**src/rtl/cic_pkg.sv**
```systemverilog
`default_nettype none
package cic_pkg;

  // Source counts and the position of the secondary summary line
  localparam int unsigned SecSources = 32;
  localparam int unsigned PriSources = 32;
  localparam int unsigned AggBit     = 14;

  localparam int unsigned IrqCount = SecSources + PriSources;
  localparam int unsigned PriBase  = SecSources;

  localparam logic [31:0] SecUsed  = 32'((64'd1 << SecSources) - 64'd1);
  localparam logic [31:0] AggMask  = 32'(64'd1 << AggBit);
  localparam logic [31:0] LineUsed = 32'((64'd1 << PriSources) - 64'd1) | AggMask;

  localparam int unsigned InDataW  = 80;
  localparam int unsigned OutDataW = 8;

  typedef enum logic [1:0] {
    OpEnable  = 2'd0,
    OpDisable = 2'd1,
    OpAck     = 2'd2,
    OpUpdate  = 2'd3
  } op_e;

  typedef enum logic [1:0] {
    StOk      = 2'd0,
    StRange   = 2'd1,
    StNone    = 2'd2
  } status_e;

  typedef struct packed {
    op_e         opcode;
    logic [6:0]  irq_number;
    logic [31:0] primary_lines;
    logic [31:0] secondary_raise;
  } req_t;

  typedef struct packed {
    status_e     status;
    logic [5:0]  irq_out;
  } rsp_t;

endpackage
`default_nettype wire

```
**src/rtl/cic_prio.sv**
```systemverilog
`default_nettype none
// Highest set bit of a 32-bit vector; zero when nothing is set.
module cic_prio (
  input  logic [31:0] vec_i,
  output logic [4:0]  idx_o
);

  always_comb begin
    idx_o = '0;
    for (int i = 0; i < 32; i++) begin
      if (vec_i[i]) begin
        idx_o = 5'(i);
      end
    end
  end

endmodule
`default_nettype wire

```
**src/rtl/cic_core.sv**
```systemverilog
`default_nettype none
// Mask and flag state plus the per-item update and acknowledge logic.
module cic_core (
  input  logic            clk_i,
  input  logic            rst_ni,
  input  logic            fire_i,
  input  cic_pkg::req_t   req_i,
  output cic_pkg::rsp_t   rsp_o
);

  logic [31:0] sec_mask_q, sec_mask_d;
  logic [31:0] sec_flags_q, sec_flags_d;
  logic [31:0] pri_mask_q, pri_mask_d;

  logic [31:0] flags_raised;
  logic [31:0] cause;
  logic [31:0] pend;
  logic [31:0] pri_cause;
  logic        agg_on;
  logic        sec_hit;
  logic [4:0]  sec_idx;
  logic [4:0]  pri_idx;
  logic [6:0]  pri_num;
  logic [31:0] sec_bit;
  logic [31:0] pri_bit;

  cic_prio u_sec_prio (
    .vec_i (pend),
    .idx_o (sec_idx)
  );

  cic_prio u_pri_prio (
    .vec_i (pri_cause),
    .idx_o (pri_idx)
  );

  always_comb begin
    flags_raised = sec_flags_q | (req_i.secondary_raise & cic_pkg::SecUsed);
    cause        = req_i.primary_lines & cic_pkg::LineUsed & pri_mask_q;
    agg_on       = (cause & cic_pkg::AggMask) != '0;
    pend         = flags_raised & sec_mask_q;
    sec_hit      = agg_on && (pend != '0);
    // Drop the summary line when no secondary source stands behind it
    pri_cause    = (agg_on && !sec_hit) ? (cause & ~cic_pkg::AggMask) : cause;
    pri_num      = req_i.irq_number - 7'(cic_pkg::PriBase);
    sec_bit      = 32'(1) << req_i.irq_number[4:0];
    pri_bit      = 32'(1) << pri_num[4:0];

    sec_mask_d    = sec_mask_q;
    sec_flags_d   = flags_raised;
    pri_mask_d    = pri_mask_q;
    rsp_o.status  = cic_pkg::StOk;
    rsp_o.irq_out = '0;

    case (req_i.opcode) inside
      cic_pkg::OpEnable, cic_pkg::OpDisable: begin
        if (req_i.irq_number >= 7'(cic_pkg::IrqCount)) begin
          rsp_o.status = cic_pkg::StRange;
        end else if (req_i.irq_number < 7'(cic_pkg::PriBase)) begin
          sec_mask_d = (req_i.opcode == cic_pkg::OpEnable) ? (sec_mask_q | sec_bit)
                                                           : (sec_mask_q & ~sec_bit);
        end else begin
          pri_mask_d = (req_i.opcode == cic_pkg::OpEnable) ? (pri_mask_q | pri_bit)
                                                           : (pri_mask_q & ~pri_bit);
        end
      end
      cic_pkg::OpAck: begin
        if (sec_hit) begin
          sec_flags_d   = flags_raised & ~(32'(1) << sec_idx);
          rsp_o.irq_out = 6'(sec_idx);
        end else if (pri_cause == '0) begin
          rsp_o.status = cic_pkg::StNone;
        end else begin
          rsp_o.irq_out = 6'(cic_pkg::PriBase) + 6'(pri_idx);
        end
      end
      default: begin
      end
    endcase
  end

  always_ff @(posedge clk_i or negedge rst_ni) begin
    if (!rst_ni) begin
      sec_mask_q  <= '0;
      sec_flags_q <= '0;
      pri_mask_q  <= cic_pkg::AggMask;
    end else if (fire_i) begin
      sec_mask_q  <= sec_mask_d;
      sec_flags_q <= sec_flags_d;
      pri_mask_q  <= pri_mask_d;
    end
  end

endmodule
`default_nettype wire

```
**src/rtl/cascaded_interrupt_controller.sv**
```systemverilog
`default_nettype none
// Channel    Dir  Handshake                    Payload (lowest bit up)
// s_axis     in   s_axis_tvalid/s_axis_tready  opcode[1:0] irq_number[8:2]
//                                              primary_lines[40:9]
//                                              secondary_raise[72:41], zero[79:73]
// m_axis     out  m_axis_tvalid/m_axis_tready  status[1:0] irq_out[7:2]
//
// One item per cycle sustained while m_axis_tready stays high; an accepted item
// passes through the input register, then the result register, which drives m_axis.
// Mask/flag update and both priority encoders sit between the two registers,
// so the next item sees the updated state right away.
// Reset: secondary mask and flags cleared, primary mask holds only the summary bit.
// A stalled output holds its result; the input stalls once the input register is full and cannot advance.
module cascaded_interrupt_controller (
  input  logic                         clk_i,
  input  logic                         rst_ni,
  input  logic                         s_axis_tvalid,
  output logic                         s_axis_tready,
  // opcode, irq_number, primary_lines, secondary_raise, zero padding
  input  logic [cic_pkg::InDataW-1:0]  s_axis_tdata,
  output logic                         m_axis_tvalid,
  input  logic                         m_axis_tready,
  // status, irq_out
  output logic [cic_pkg::OutDataW-1:0] m_axis_tdata
);

  logic          in_vld_q;
  cic_pkg::req_t req_q;
  logic          out_vld_q;
  cic_pkg::rsp_t rsp_q;
  cic_pkg::rsp_t rsp_d;
  logic          advance;
  logic          in_take;

  // Move the held item into the result register when the result slot frees
  assign advance       = in_vld_q && (!out_vld_q || m_axis_tready);
  assign s_axis_tready = !in_vld_q || advance;
  assign in_take       = s_axis_tvalid && s_axis_tready;

  cic_core u_core (
    .clk_i  (clk_i),
    .rst_ni (rst_ni),
    .fire_i (advance),
    .req_i  (req_q),
    .rsp_o  (rsp_d)
  );

  // Input register: valid bit under reset, payload loads on accept
  always_ff @(posedge clk_i or negedge rst_ni) begin
    if (!rst_ni) begin
      in_vld_q <= 1'b0;
    end else if (in_take) begin
      in_vld_q <= 1'b1;
    end else if (advance) begin
      in_vld_q <= 1'b0;
    end
  end

  always_ff @(posedge clk_i) begin
    if (in_take) begin
      req_q.opcode          <= cic_pkg::op_e'(s_axis_tdata[1:0]);
      req_q.irq_number      <= s_axis_tdata[8:2];
      req_q.primary_lines   <= s_axis_tdata[40:9];
      req_q.secondary_raise <= s_axis_tdata[72:41];
    end
  end

  // Result register: hold until the sink takes it
  always_ff @(posedge clk_i or negedge rst_ni) begin
    if (!rst_ni) begin
      out_vld_q <= 1'b0;
    end else if (advance) begin
      out_vld_q <= 1'b1;
    end else if (m_axis_tready) begin
      out_vld_q <= 1'b0;
    end
  end

  always_ff @(posedge clk_i) begin
    if (advance) begin
      rsp_q <= rsp_d;
    end
  end

  assign m_axis_tvalid = out_vld_q;
  assign m_axis_tdata  = {rsp_q.irq_out, rsp_q.status};

endmodule
`default_nettype wire

```
**config.mk**
```make
export PLATFORM = sky130hd
export DESIGN_NAME = cascaded_interrupt_controller
export DESIGN_NICKNAME = d
export VERILOG_FILES = /design/src/rtl/cic_pkg.sv /design/src/rtl/cic_prio.sv /design/src/rtl/cic_core.sv /design/src/rtl/cascaded_interrupt_controller.sv
export SDC_FILE = /design/constraint.sdc
export NUM_CORES = 1
export LEC_CHECK = 0
export ABC_AREA = 1
export ABC_CLOCK_PERIOD_IN_PS = 6200
export BUFFER_PORTS_ARGS = -buffer_cell sky130_fd_sc_hd__clkbuf_2
export CAP_MARGIN = 10
export CORE_AREA = 2 2 104 207
export CTS_CLUSTER_DIAMETER = 80
export DETAILED_ROUTE_END_ITERATION = 10
export DIE_AREA = 0 0 106 209
export PLACE_DENSITY = 0.59
export SETUP_SLACK_MARGIN = 0.15
export SYNTH_ARGS = -nofsm -noshare
export SYNTH_HDL_FRONTEND = slang
export SYNTH_SLANG_ARGS = --single-unit
```
**constraint.sdc**
```tcl
create_clock -name clk_i -period 6.2 [get_ports clk_i]
set_input_delay 0.93 -clock clk_i [delete_from_list [all_inputs] [get_ports clk_i]]
set_output_delay 0.93 -clock clk_i [all_outputs]
set_load 0.05 [all_outputs]
```
==> impl_metrics.ini <==
[placement]
placement.io_buffers = 86
hpwlAfterDp_um = 14500
final_weighted_congestion_of_routability_driven_global_placement = 0.861

[synth]
yosysWarningCount = 0
synthMostInstantiatedCell = sky130_fd_sc_hd__nand2_1
synth_xor_area_frac = 0
synth_fp_nets = 880
ys_seq_area_frac = 0.601
post_synthesis_cell_type_with_the_largest_combined_area = sky130_fd_sc_hd__edfxtp_1
synth-compound-area-share = 0.184
synth.area.mux_share = 0
synth_top_area_share = 0.299
synth_enable_flop_cells = 81
synthDistinctLibCells = 41
synth_top_cells_by_area = sky130_fd_sc_hd__edfxtp_1 30%, sky130_fd_sc_hd__dfrtp_1 30%, sky130_fd_sc_hd__nand2_1 6.1%, sky130_fd_sc_hd__a31oi_1 5.2%, sky130_fd_sc_hd__a21oi_1 5.1%
ys.flop_type = sky130_fd_sc_hd__dfrtp_1
mean_area_per_synthesized_cell_um2 = 10.2
netlist_area_mm2 = 0.00813
synthesis.instances = 796
synthAdderAreaFrac = 0
postSynthRegisterBits = 179
postSynth.asyncResetShare = 0.547
post_synth_and_or_nand_nor_area_fraction = 0.165
synth_commonest_cells = 131 x sky130_fd_sc_hd__nand2_1, 97 x sky130_fd_sc_hd__dfrtp_1, 87 x sky130_fd_sc_hd__nor2_1
combinational_family_with_the_most_area_after_synthesis = compound AO/OA/AOI/OAI gates

[clocking]
clk_path_buf_depth = 2
holdBufCountCts = 0
clock_buffer_count_from_cts = 17
post-cts-setup-buffers = 0
clock_tree.htree_level_count = 4
cts.reportedPaths.clkPinSlew_ns = 0.07
tritoncts = done
ctsRootBufferMaster = sky130_fd_sc_hd__clkbuf_16
cts-resized-gates = 0
insertion_delay_ns = 0.44
clock_sinks = 179

[timing]
finalHoldViolations = 0
clock-skew-final_ns = 0.00917
drv_slew = 0
timing.setup.tns_ns = 0
worst_relative_slew_slack = 0.196
max_freq_ghz = 0.259
slew_worst_pin_ns = 1.20
period_needed_ns = 3.85
period_share = 0.622
setup_viol = 0
rsz0062_at_grt = no

[power_and_ir_drop]
p_comb_frac = 0.216
p_total_mw = 3.21
share_clk_of_total_power = 0.341
switching_power_mw = 1.03
leakage_power_nw = 4.24
internal_power_mw = 2.17
switching_share = 0.322
ir_drop_mv = 0.241
power_per_cell_area_mw_per_mm2 = 339
p_seq_frac = 0.442

[critical_path]
worst-endpoint-arrival_ns = 4.21
ff2ff_setup_slack_ns = 2.56
rr_worst_depth = 6
critical_path_peak_fanout = 32
critical_path_required_ns = 6.55
timing.critical_path.to_type = flip-flop
r2r_startpoint = m_axis_tvalid$_DFFE_PN0P_
worst-setup-path-type = input port to flip-flop
setup_crit_start_kind = input port

[global_routing]
globalRouteTotalUtil = 0.193
grt_remaining_overflow = 0
grt_start_max_net_pins = 74
initial_antenna_violation_count = 0
first_global_vias = 5897
first_pass_grt_wire_length_um = 32200

[status]
status = completed

[floorplanning]
core_area_mm2 = 0.0207
die_wd_um = 106
placement_rows = 75
io_pins = 94
floorplan.die_area_mm2 = 0.0222
starting_utilization_of_the_core_area = 0.392
floorplan.die.height_um = 209

[layout]
finish.net_count = 960
filler_cell_count = 1982
antenna_fix_cells = 0
post_route_cells_drive_above_1_share = 0.262
flow.area_growth_from_synthesis_pct = 16.2
area.sequential_mm2 = 0.00489
multi_input_comb_area_mm2 = 0.00284

[route]
vias = 5971
drtIter0Drc = 393
drtPass1Iterations = 6
avgViaCountPerCell = 5.16
avgRoutedWirePerCell_um = 17.4
totalWireLength_um = 20200
drcViolationCount = 0
drt.antenna.violating_nets = 0

[hold_path]
worstHoldPathType = input port to async pin

[flow_run]
drv.max_cap_violation_count = 0
## logic make-up after synthesis
group                  count (synthesis)
buffers and inverters                104
and+or+nand+nor                      285
DFF                                  179
AOI/OAI and AO/OA                    228
## worst max-delay path, stage by stage
cell	delay [ns]
sky130_fd_sc_hd__clkbuf_2	0.08
sky130_fd_sc_hd__inv_2	0.03
sky130_fd_sc_hd__nand2_1	0.85
sky130_fd_sc_hd__nand2_1	0.56
sky130_fd_sc_hd__nor3_2	1.00
sky130_fd_sc_hd__buf_4	0.46
sky130_fd_sc_hd__a21oi_1	0.11
sky130_fd_sc_hd__a31oi_1	0.16
## routing by layer
metal,wire (um),vias to the layer above,global-route usage
met3,804,33,0.0331
met5,0,-,0
met1,8300,2796,0.238
met2,10400,169,0.331
li1,-,2973,-
met4,682,0,0.0830
## stage by stage
step           instance area (um2)  worst slack, ns  utilization  cells  hold WS [ns]
2_1_floorplan                 8130             2.84            -    796         0.476
3_3_place_gp                  8840             2.01        0.426   1126         0.496
3_5_place_dp                  8840             1.92        0.426   1126         0.514
4_1_cts                       9440             2.36        0.455   1158         0.398
5_1_grt                       9440             2.06        0.455   1158         0.422
6_report                      9440             2.35        0.455   1158         0.402
## final cells by class
type | instances | area share
inverter | 71 | 0.0302
tap | 269 | 0.0356
sequential | 179 | 0.517
timing repair buffer | 94 | 0.0522
clock inverter | 13 | 0.0156
clock buffer | 19 | 0.0481
multi-input combinational | 513 | 0.301
## cell usage in the layout, fill, tap and decap left out, types with 2 or more instances in the layout
| cell | count |
|---|---|
| sky130_fd_sc_hd__a21oi_1 | 82 |
| sky130_fd_sc_hd__a21oi_2 | 3 |
| sky130_fd_sc_hd__a31o_2 | 28 |
| sky130_fd_sc_hd__a31oi_1 | 68 |
| sky130_fd_sc_hd__and2_1 | 2 |
| sky130_fd_sc_hd__buf_4 | 9 |
| sky130_fd_sc_hd__bufinv_16 | 2 |
| sky130_fd_sc_hd__clkbuf_16 | 18 |
| sky130_fd_sc_hd__clkbuf_2 | 85 |
| sky130_fd_sc_hd__clkinv_4 | 4 |
| sky130_fd_sc_hd__clkinvlp_4 | 2 |
| sky130_fd_sc_hd__dfrtp_1 | 97 |
| sky130_fd_sc_hd__edfxtp_1 | 81 |
| sky130_fd_sc_hd__inv_1 | 55 |
| sky130_fd_sc_hd__inv_2 | 14 |
| sky130_fd_sc_hd__inv_6 | 3 |
| sky130_fd_sc_hd__nand2_1 | 131 |
| sky130_fd_sc_hd__nand2_2 | 3 |
| sky130_fd_sc_hd__nand3_1 | 6 |
| sky130_fd_sc_hd__nand4_1 | 17 |
| sky130_fd_sc_hd__nand4_2 | 11 |
| sky130_fd_sc_hd__nor2_1 | 87 |
| sky130_fd_sc_hd__nor2_2 | 11 |
| sky130_fd_sc_hd__nor2_4 | 3 |
| sky130_fd_sc_hd__nor3_1 | 6 |
| sky130_fd_sc_hd__o21ai_0 | 8 |
| sky130_fd_sc_hd__o21ai_1 | 5 |
| sky130_fd_sc_hd__o21ai_2 | 22 |
| sky130_fd_sc_hd__o21ai_4 | 3 |
| sky130_fd_sc_hd__o22ai_1 | 2 |
## power groups by stage
stage / sequential (mW) / combinational (mW) / clock, mW
after floorplan: 1.45 / 0.485 / 0
after global placement: 1.44 / 0.689 / 0
after detailed placement: 1.44 / 0.697 / 0
after CTS: 1.42 / 0.700 / 1.12
after global routing: 1.43 / 0.772 / 1.17
final: 1.42 / 0.694 / 1.09
## worst max-delay path by stage
stage	from	end	slack (ns)
after floorplan	m_axis_tready	req_q[0]$_DFFE_PP_	2.84
after global placement	m_axis_tready	flip-flop	2.01
after detailed placement	m_axis_tready	flip-flop	1.92
after CTS	m_axis_tready	flip-flop	2.36
after global routing	m_axis_tready	flip-flop	2.06
final	m_axis_tready	flip-flop	2.35
(Power assumes the default switching activity.)
